$ cat src/rtl/core/wcv_pkg.sv
package wcv_pkg;

	localparam int unsigned CHANNELS_DEF    = 2;
	localparam int unsigned SAMPLE_BITS_DEF = 16;

	localparam logic [31:0] WANT_RATE_RST = 32'd48000;

	localparam logic [31:0] TAG_RIFF = 32'h5249_4646;
	localparam logic [31:0] TAG_WAVE = 32'h5741_5645;
	localparam logic [31:0] TAG_FMT  = 32'h666D_7420;
	localparam logic [31:0] TAG_DATA = 32'h6461_7461;

	localparam logic [5:0]  MIN_LEN   = 6'd44;
	localparam logic [31:0] FMT_LEN   = 32'd16;
	localparam logic [29:0] COUNT_MAX = 30'h3FFF_FFFF;

	typedef enum logic [2:0] {
		PH_RIFF,
		PH_HDR,
		PH_FMT,
		PH_BODY,
		PH_PAD
	} phase_t;

	// verdict of one file, before the frame division
	typedef struct packed {
		logic        ok;
		logic [31:0] size;
	} verdict_t;

	// byte idx of a four-character tag, first character first
	function automatic logic [7:0] tag_byte(input logic [31:0] tag, input logic [1:0] idx);
		tag_byte = tag[{~idx, 3'b000} +: 8];
	endfunction

endpackage

$ cat src/rtl/core/wav_chunk_validator.sv
// RIFF WAVE stream checker.
// Input channel: one file byte per item (data_byte), last_byte set on the final
// byte of a file; in_valid/in_ready handshake. One byte can be taken every cycle.
// Output channel: one item per file, out_valid/out_ready, carrying valid_res and
// frame_count (data bytes / frame size, saturated to 30 bits, 0 when invalid).
// Bytes other than the last produce no output item.
// Pipeline: the verdict passes the verdict stage, the reciprocal multiply, then the
// correction into the output register.
// Throughput: one byte per cycle unless stalled; the byte parser is a single state
// update and the frame division is a pipelined multiply by a constant reciprocal.
// Configuration: cfg_we writes cfg_wdata into the expected sample rate; write
// only between files with the pipeline drained.
// Reset: rate returns to 48000 and the parser waits for "RIFF".
// Stall: while a result sits unaccepted in the output register the whole
// pipeline holds and in_ready is low; nothing is dropped.
module wav_chunk_validator #(
	parameter int unsigned CHANNELS    = wcv_pkg::CHANNELS_DEF,
	parameter int unsigned SAMPLE_BITS = wcv_pkg::SAMPLE_BITS_DEF
) (
	input  logic        clk,
	input  logic        arst_n,
	input  logic        in_valid,
	output logic        in_ready,
	input  logic [7:0]  data_byte,
	input  logic        last_byte,
	output logic        out_valid,
	input  logic        out_ready,
	output logic        valid_res,
	output logic [29:0] frame_count,
	input  logic        cfg_we,
	input  logic [31:0] cfg_wdata
);

	logic              en;
	logic              take;
	logic [31:0]       want_rate_q;
	logic              verdict_vld_s1;
	wcv_pkg::verdict_t verdict_s1;

	assign en       = !out_valid || out_ready;
	assign in_ready = en;
	assign take     = in_valid && en;

	always_ff @(posedge clk or negedge arst_n) begin
		if (!arst_n) begin
			want_rate_q <= wcv_pkg::WANT_RATE_RST;
		end else if (cfg_we) begin
			want_rate_q <= cfg_wdata;
		end
	end

	wcv_parser #(
		.CHANNELS    (CHANNELS),
		.SAMPLE_BITS (SAMPLE_BITS)
	) u_parser (
		.clk            (clk),
		.arst_n         (arst_n),
		.take           (take),
		.en             (en),
		.data_byte      (data_byte),
		.last_byte      (last_byte),
		.want_rate      (want_rate_q),
		.verdict_vld_s1 (verdict_vld_s1),
		.verdict_s1     (verdict_s1)
	);

	wcv_frame_div #(
		.CHANNELS    (CHANNELS),
		.SAMPLE_BITS (SAMPLE_BITS)
	) u_frame_div (
		.clk            (clk),
		.arst_n         (arst_n),
		.en             (en),
		.verdict_vld_s1 (verdict_vld_s1),
		.verdict_s1     (verdict_s1),
		.out_valid      (out_valid),
		.valid_res      (valid_res),
		.frame_count    (frame_count)
	);

	a_invalid_zero_count: assert property (@(posedge clk) disable iff (!arst_n)
		out_valid && !valid_res |-> frame_count == 30'd0)
		else $error("invalid file reported with nonzero frame count");

endmodule

$ cat src/rtl/core/wcv_parser.sv
module wcv_parser #(
	parameter int unsigned CHANNELS    = wcv_pkg::CHANNELS_DEF,
	parameter int unsigned SAMPLE_BITS = wcv_pkg::SAMPLE_BITS_DEF
) (
	input  logic              clk,
	input  logic              arst_n,
	input  logic              take,
	input  logic              en,
	input  logic [7:0]        data_byte,
	input  logic              last_byte,
	input  logic [31:0]       want_rate,
	output logic              verdict_vld_s1,
	output wcv_pkg::verdict_t verdict_s1
);

	wcv_pkg::phase_t phase_q, phase_d;
	logic [3:0]  fi_q, fi_d;
	logic [31:0] tag_q, tag_d;
	logic [31:0] ws_q, ws_d;
	logic [31:0] skip_q, skip_d;
	logic        pad_q, pad_d;
	logic        fm_q, fm_d;
	logic        fok_q, fok_d;
	logic [31:0] ds_q, ds_d;
	logic [5:0]  len_q, len_d;
	logic        failed_q, failed_d;
	logic [31:0] size;
	logic        ok;

	function automatic logic fmt_byte_ok(input logic [3:0] idx, input logic [7:0] b,
			input logic [31:0] rate);
		logic [15:0] ch;
		logic [15:0] bits;
		ch   = 16'(CHANNELS);
		bits = 16'(SAMPLE_BITS);
		case (idx)
			4'd0:                    fmt_byte_ok = (b == 8'd1);
			4'd1:                    fmt_byte_ok = (b == 8'd0);
			4'd2:                    fmt_byte_ok = (b == ch[7:0]);
			4'd3:                    fmt_byte_ok = (b == ch[15:8]);
			4'd4, 4'd5, 4'd6, 4'd7:  fmt_byte_ok = (b == rate[{idx[1:0], 3'b000} +: 8]);
			4'd14:                   fmt_byte_ok = (b == bits[7:0]);
			4'd15:                   fmt_byte_ok = (b == bits[15:8]);
			default:                 fmt_byte_ok = 1'b1;
		endcase
	endfunction

	always_comb begin
		phase_d  = phase_q;
		fi_d     = fi_q;
		tag_d    = tag_q;
		ws_d     = ws_q;
		skip_d   = skip_q;
		pad_d    = pad_q;
		fm_d     = fm_q;
		fok_d    = fok_q;
		ds_d     = ds_q;
		failed_d = failed_q;
		size     = ws_q;
		len_d    = (len_q < wcv_pkg::MIN_LEN) ? len_q + 6'd1 : len_q;
		if (!failed_q) begin
			case (phase_q)
				wcv_pkg::PH_RIFF: begin
					if (fi_q < 4'd4 && data_byte != wcv_pkg::tag_byte(wcv_pkg::TAG_RIFF, fi_q[1:0]))
						failed_d = 1'b1;
					if (fi_q >= 4'd8 && data_byte != wcv_pkg::tag_byte(wcv_pkg::TAG_WAVE, fi_q[1:0]))
						failed_d = 1'b1;
					fi_d = fi_q + 4'd1;
					if (fi_q == 4'd11) begin
						fi_d    = 4'd0;
						phase_d = wcv_pkg::PH_HDR;
					end
				end
				wcv_pkg::PH_HDR: begin
					if (fi_q < 4'd4)
						tag_d = {tag_q[23:0], data_byte};
					else
						ws_d = {data_byte, ws_q[31:8]};
					fi_d = fi_q + 4'd1;
					if (fi_q == 4'd7) begin
						fi_d  = 4'd0;
						size  = ws_d;
						pad_d = size[0];
						if (tag_q == wcv_pkg::TAG_FMT) begin
							if (size < wcv_pkg::FMT_LEN) begin
								failed_d = 1'b1;
							end else begin
								skip_d  = size - wcv_pkg::FMT_LEN;
								fm_d    = 1'b1;
								phase_d = wcv_pkg::PH_FMT;
							end
						end else begin
							if (tag_q == wcv_pkg::TAG_DATA)
								ds_d = size;
							skip_d = size;
							// an empty body is even, so no pad follows it
							phase_d = (size != 32'd0) ? wcv_pkg::PH_BODY : wcv_pkg::PH_HDR;
						end
					end
				end
				wcv_pkg::PH_FMT: begin
					if (!fmt_byte_ok(fi_q, data_byte, want_rate))
						fm_d = 1'b0;
					fi_d = fi_q + 4'd1;
					if (fi_q == 4'd15) begin
						fi_d  = 4'd0;
						fok_d = fm_d;
						if (skip_q != 32'd0)
							phase_d = wcv_pkg::PH_BODY;
						else if (pad_q)
							phase_d = wcv_pkg::PH_PAD;
						else
							phase_d = wcv_pkg::PH_HDR;
					end
				end
				wcv_pkg::PH_BODY: begin
					if (skip_q != 32'd0)
						skip_d = skip_q - 32'd1;
					if (skip_d == 32'd0)
						phase_d = pad_q ? wcv_pkg::PH_PAD : wcv_pkg::PH_HDR;
				end
				wcv_pkg::PH_PAD: begin
					pad_d   = 1'b0;
					phase_d = wcv_pkg::PH_HDR;
				end
				default: failed_d = 1'b1;
			endcase
		end
		// file may close on a chunk boundary or with only the pad byte missing
		ok = !failed_d && (len_d >= wcv_pkg::MIN_LEN) &&
		     ((phase_d == wcv_pkg::PH_HDR && fi_d == 4'd0) || phase_d == wcv_pkg::PH_PAD) &&
		     fok_d && (ds_d != 32'd0);
	end

	always_ff @(posedge clk or negedge arst_n) begin
		if (!arst_n) begin
			phase_q  <= wcv_pkg::PH_RIFF;
			fi_q     <= '0;
			tag_q    <= '0;
			ws_q     <= '0;
			skip_q   <= '0;
			pad_q    <= 1'b0;
			fm_q     <= 1'b0;
			fok_q    <= 1'b0;
			ds_q     <= '0;
			len_q    <= '0;
			failed_q <= 1'b0;
		end else if (take) begin
			if (last_byte) begin
				phase_q  <= wcv_pkg::PH_RIFF;
				fi_q     <= '0;
				tag_q    <= '0;
				ws_q     <= '0;
				skip_q   <= '0;
				pad_q    <= 1'b0;
				fm_q     <= 1'b0;
				fok_q    <= 1'b0;
				ds_q     <= '0;
				len_q    <= '0;
				failed_q <= 1'b0;
			end else begin
				phase_q  <= phase_d;
				fi_q     <= fi_d;
				tag_q    <= tag_d;
				ws_q     <= ws_d;
				skip_q   <= skip_d;
				pad_q    <= pad_d;
				fm_q     <= fm_d;
				fok_q    <= fok_d;
				ds_q     <= ds_d;
				len_q    <= len_d;
				failed_q <= failed_d;
			end
		end
	end

	always_ff @(posedge clk or negedge arst_n) begin
		if (!arst_n) begin
			verdict_vld_s1 <= 1'b0;
		end else if (en) begin
			verdict_vld_s1 <= take && last_byte;
		end
	end

	always_ff @(posedge clk) begin
		if (en) begin
			verdict_s1.ok   <= ok;
			verdict_s1.size <= ds_d;
		end
	end

	a_clear_after_last: assert property (@(posedge clk) disable iff (!arst_n)
		take && last_byte |=> phase_q == wcv_pkg::PH_RIFF && fi_q == 4'd0 && !failed_q &&
			len_q == 6'd0)
		else $error("parse state not cleared after last item");

	a_body_nonempty: assert property (@(posedge clk) disable iff (!arst_n)
		phase_q == wcv_pkg::PH_BODY |-> skip_q != 32'd0)
		else $error("body phase with nothing left to skip");

	a_failed_sticky: assert property (@(posedge clk) disable iff (!arst_n)
		failed_q && !(take && last_byte) |=> failed_q)
		else $error("failure dropped before the file closed");

endmodule

$ cat src/rtl/core/wcv_frame_div.sv
module wcv_frame_div #(
	parameter int unsigned CHANNELS    = wcv_pkg::CHANNELS_DEF,
	parameter int unsigned SAMPLE_BITS = wcv_pkg::SAMPLE_BITS_DEF
) (
	input  logic              clk,
	input  logic              arst_n,
	input  logic              en,
	input  logic              verdict_vld_s1,
	input  wcv_pkg::verdict_t verdict_s1,
	output logic              out_valid,
	output logic              valid_res,
	output logic [29:0]       frame_count
);

	localparam int unsigned FRAME   = CHANNELS * (SAMPLE_BITS / 8);
	localparam bit          FRAME_OK = (FRAME != 0);
	localparam int unsigned DIV     = FRAME_OK ? FRAME : 1;
	localparam int unsigned SHIFT   = 32 + $clog2(DIV);
	// floor(2^SHIFT / DIV) fits 33 bits; estimate is exact or one short
	localparam logic [63:0] RECIP64 = (64'd1 << SHIFT) / 64'(DIV);
	localparam logic [32:0] RECIP   = RECIP64[32:0];
	localparam logic [37:0] DIV38   = 38'(DIV);

	logic        vld_s2;
	logic        ok_s2;
	logic [31:0] x_s2;
	logic [64:0] prod_s2;

	logic [31:0] q_est;
	logic [37:0] rem_raw;
	logic        fix;
	logic [37:0] rem;
	logic [32:0] q;
	logic        ok_fin;

	always_ff @(posedge clk or negedge arst_n) begin
		if (!arst_n) begin
			vld_s2    <= 1'b0;
			out_valid <= 1'b0;
		end else if (en) begin
			vld_s2    <= verdict_vld_s1;
			out_valid <= vld_s2;
		end
	end

	always_ff @(posedge clk) begin
		if (en) begin
			ok_s2   <= verdict_s1.ok && FRAME_OK;
			x_s2    <= verdict_s1.size;
			prod_s2 <= 65'(verdict_s1.size) * 65'(RECIP);
		end
	end

	always_comb begin
		q_est   = 32'(prod_s2 >> SHIFT);
		rem_raw = 38'(x_s2) - 38'(q_est) * DIV38;
		fix     = rem_raw >= DIV38;
		rem     = fix ? rem_raw - DIV38 : rem_raw;
		q       = 33'(q_est) + 33'(fix);
		ok_fin  = ok_s2 && (rem == 38'd0);
	end

	always_ff @(posedge clk) begin
		if (en) begin
			valid_res <= ok_fin;
			if (!ok_fin)
				frame_count <= '0;
			else if (q > 33'(wcv_pkg::COUNT_MAX))
				frame_count <= wcv_pkg::COUNT_MAX;
			else
				frame_count <= q[29:0];
		end
	end

	a_valid_has_frames: assert property (@(posedge clk) disable iff (!arst_n)
		out_valid && valid_res |-> frame_count != 30'd0)
		else $error("valid file reported with no frames");

endmodule

$ cat config.mk
export PLATFORM = sky130hd
export DESIGN_NAME = wav_chunk_validator
export DESIGN_NICKNAME = d
export VERILOG_FILES = /design/src/rtl/core/wcv_pkg.sv /design/src/rtl/core/wav_chunk_validator.sv /design/src/rtl/core/wcv_parser.sv /design/src/rtl/core/wcv_frame_div.sv
export SDC_FILE = /design/constraint.sdc
export NUM_CORES = 1
export LEC_CHECK = 0
export ABC_AREA = 1
export BUFFER_PORTS_ARGS = -buffer_cell sky130_fd_sc_hd__buf_2
export CORE_ASPECT_RATIO = 1.1
export CORE_MARGIN = 5
export CORE_UTILIZATION = 64
export CTS_BUF_LIST = sky130_fd_sc_hd__clkbuf_2
export CTS_CLUSTER_DIAMETER = 150
export DETAILED_ROUTE_END_ITERATION = 12
export PLACE_DENSITY = 0.83
export SKIP_LAST_GASP = 1
export SYNTH_ARGS = -nofsm -noshare
export SYNTH_HDL_FRONTEND = slang
export SYNTH_SLANG_ARGS = --single-unit
$ cat constraint.sdc
create_clock -name clk -period 5.5 [get_ports clk]
set_input_delay 1.375 -clock clk [delete_from_list [all_inputs] [get_ports clk]]
set_output_delay 1.375 -clock clk [all_outputs]
set_load 0.01 [all_outputs]
==> run metrics <==
Synth area leaders dfrtp_1, edfxtp_1, nand2_1; Final Critical Period 3853 ps; pin slew with the least headroom to its limit 974.5 ps; GRT Total Usage 30.21%; Via-to-Cell Ratio 5.855; Arrival @ worst endpoint 4560 ps; final core occ 69.45%; Hold Path Class flop to flop; area added between synthesis and finish 7.650%; top-count cell post-synth nand2_1; die area 0.02685 mm^2; setup repair bufs after CTS 0; worst-path fanout max 39; Clock Path Buffers 3; Pwr Total 9.474 mW; Fmax 259.5 MHz; Yosys reg bits 277; met2 WL 18.72 mm; DP Wirelength 29.16 mm; syn_nets 1901; Worst Path Required 6210 ps; post-cts gate resize count 0; Setup WS pre-CTS 1141 ps; clock buffer count from CTS 70; via count 13473; layout cells sized above 1 16.84%; Initial DRC Count 1509; Top Layer Used met4; Post-synth top cells nand2_1, nor2_1, inv_1, dfrtp_1, nand3_1; # setup viols final 0; first drt pass iteration count 5; Post-Syn Area 0.01515 mm^2; # DRC 0; final worst setup slack 1647 ps; ratio of final minimum period to clock period 70.05%; status finished, final reports clean; static leakage 8.192 nW; register area share after synthesis 49.03%; Final ANT Viol Nets 0; met3 routed WL 3.684 mm; Slew Limit Headroom 34.88%; Post-Syn Instances 1846; ys flop type dfrtp_1; pin count of the biggest net entering global routing 93; final hold vios 0; Top Ports 79; routed len/inst 17.46 um; final slew viol count 0; Yosys top cell by area dfrtp_1; Clock Latency Late Sink 880 ps; port bufs 78; initial core utilization 64.52%; Worst Skew 112.8 ps; core area 0.02348 mm^2; distinct cell type count after synthesis 61; worst setup path category flop to flop; post-synth top area share 28.58%; CTS sink cnt 277; first-pass GRT wire length 65.03 mm; total grt overflow 0; Max VDD drop 0.0005484 V; Die Y 171.3 um; setup_tns 0 ps; initial antenna violation count 1; routed wire length 40.17 mm; number of synthesized flops with an enable pin 97; cts hold-fix bufs 0; clock root cell clkbuf_2; vias in the first global route 13014; TritonCTS clock tree done; syn_area_per_cell 8.205 um^2; Reg clk slew, reported paths 110 ps; CTS H-Tree Depth 3; gpl congestion 0.9939; nets@finish 1997; CP Capture Type flop; Post-synth ARST share 64.98%; Startpoint Class flop; PD cells 581.1 mW/mm^2; Die W 156.7 um; total of warnings raised by yosys 0; FP Rows 59; RSZ-0062 raised after global routing no; Max Cap Violations 0; WL met1 16.13 mm
==> report_power, final <==
group	switching (mW)	total (mW)	internal (mW)
registers	0.258	2.75	2.49
logic	3.79	5.29	1.51
clock network	0.870	1.44	0.566
total	4.91	9.47	4.56
==> registers in the layout (all words and copies together), names as in the netlist <==
name,count
u_parser.ws_q,32
u_parser.fi_q,4
u_parser.ds_q,32
want_rate_q,32
u_frame_div.out_valid,1
u_frame_div.valid_res,1
u_frame_div.ok_s2,1
u_parser.failed_q,1
u_parser.phase_q,3
u_parser.verdict_vld_s1,1
u_frame_div.frame_count,30
u_frame_div.vld_s2,1
u_parser.tag_q,32
u_parser.len_q,6
u_parser.pad_q,1
u_parser.skip_q,32
u_frame_div.x_s2,32
u_parser.verdict_s1,33
u_parser.fok_q,1
u_parser.fm_q,1
==> path summary, 6_finish.rpt <==
path	start	to	slack, ps	cells past startpoint
min reg2reg	u_parser.verdict_s1[8]	u_frame_div.x_s2[8]	390	0
min in group asynchronous	arst_n	u_parser.ws_q[5]	560	1
min	u_parser.verdict_s1[8]	u_frame_div.x_s2[8]	390	0
max	u_parser.fi_q[1]	u_parser.verdict_s1[32]	1650	19
max reg2reg	u_parser.fi_q[1]	u_parser.verdict_s1[32]	1650	19
max in group asynchronous	arst_n	u_parser.ds_q[9]	3890	2
==> area by class of cell <==
type / count / area [um^2]
fill: 1981 / 7171
sequential: 277 / 7426
clock buffer: 104 / 520.5
inverter: 232 / 885.9
multi-input combinational: 1269 / 6446
antenna: 1 / 2.502
clock inverter: 21 / 140.1
timing repair buffer: 92 / 501.7
tap: 305 / 381.6
==> worst max-delay path: stages, from the launching register on <==
cell and delay, ps:
dfrtp_1 760, ha_1 410, nand2_4 90, nor2_4 190, inv_2 60, nor2_2 90, nand2_2 90, inv_2 60
nand3_2 600, o21ai_0 650, nor2_1 100, nand2_1 80, nor2_1 40, nand2_1 50, nor2_1 50, nor2_1 80
nand2_1 50, nor2_1 100, nand2_1 50, nor2_1 110
==> layer usage <==
metal,vias up,global-route usage [%]
li1,6356,-
met1,6291,40.46
met2,689,48.11
met3,137,6.341
met4,0,13.13
met5,-,0
==> cells in the final DEF (no fill, tap or decap), drive strengths merged, types with 11 or more instances in the layout <==
cell,netlist,final
nand3,144,144
inv,231,234
edfxtp,97,97
nor2,239,239
dfrtp,173,173
a21oi,45,45
o211ai,11,11
nand4,24,24
o21ai,174,174
clkbuf,40,104
o22ai,36,36
xor2,15,15
nand2,454,454
buf,28,92
a22o,32,32
clkinv,1,16
nor3,26,26
mux2,18,18
==> metrics by stage <==
step           instances  hold slack (ps)  instance area [um^2]
2_1_floorplan       1846            400.3                 15150
3_3_place_gp        2175            400.5                 15640
3_5_place_dp        2175            405.2                 15640
4_1_cts             2300            379.7                 16300
5_1_grt             2301            367.1                 16300
6_report            2301            387.3                 16300
==> kinds of logic (layout without fill, tap and decap cells) <==
kind of cell               count (synthesis)  in the layout  synth area share [%]
and+or+nand+nor                          901            901                 25.97
AOI/OAI and AO/OA                        319            319                 13.11
buffers and inverters                    300            449                 8.525
DFF                                      277            277                 49.03
xor gates and xnor gates                  21             21                 1.214
muxes                                     19             19                 1.404
adders and majority gates                  9              9                0.7435
other                                      0              1                     0
(Power assumes the default switching activity.)
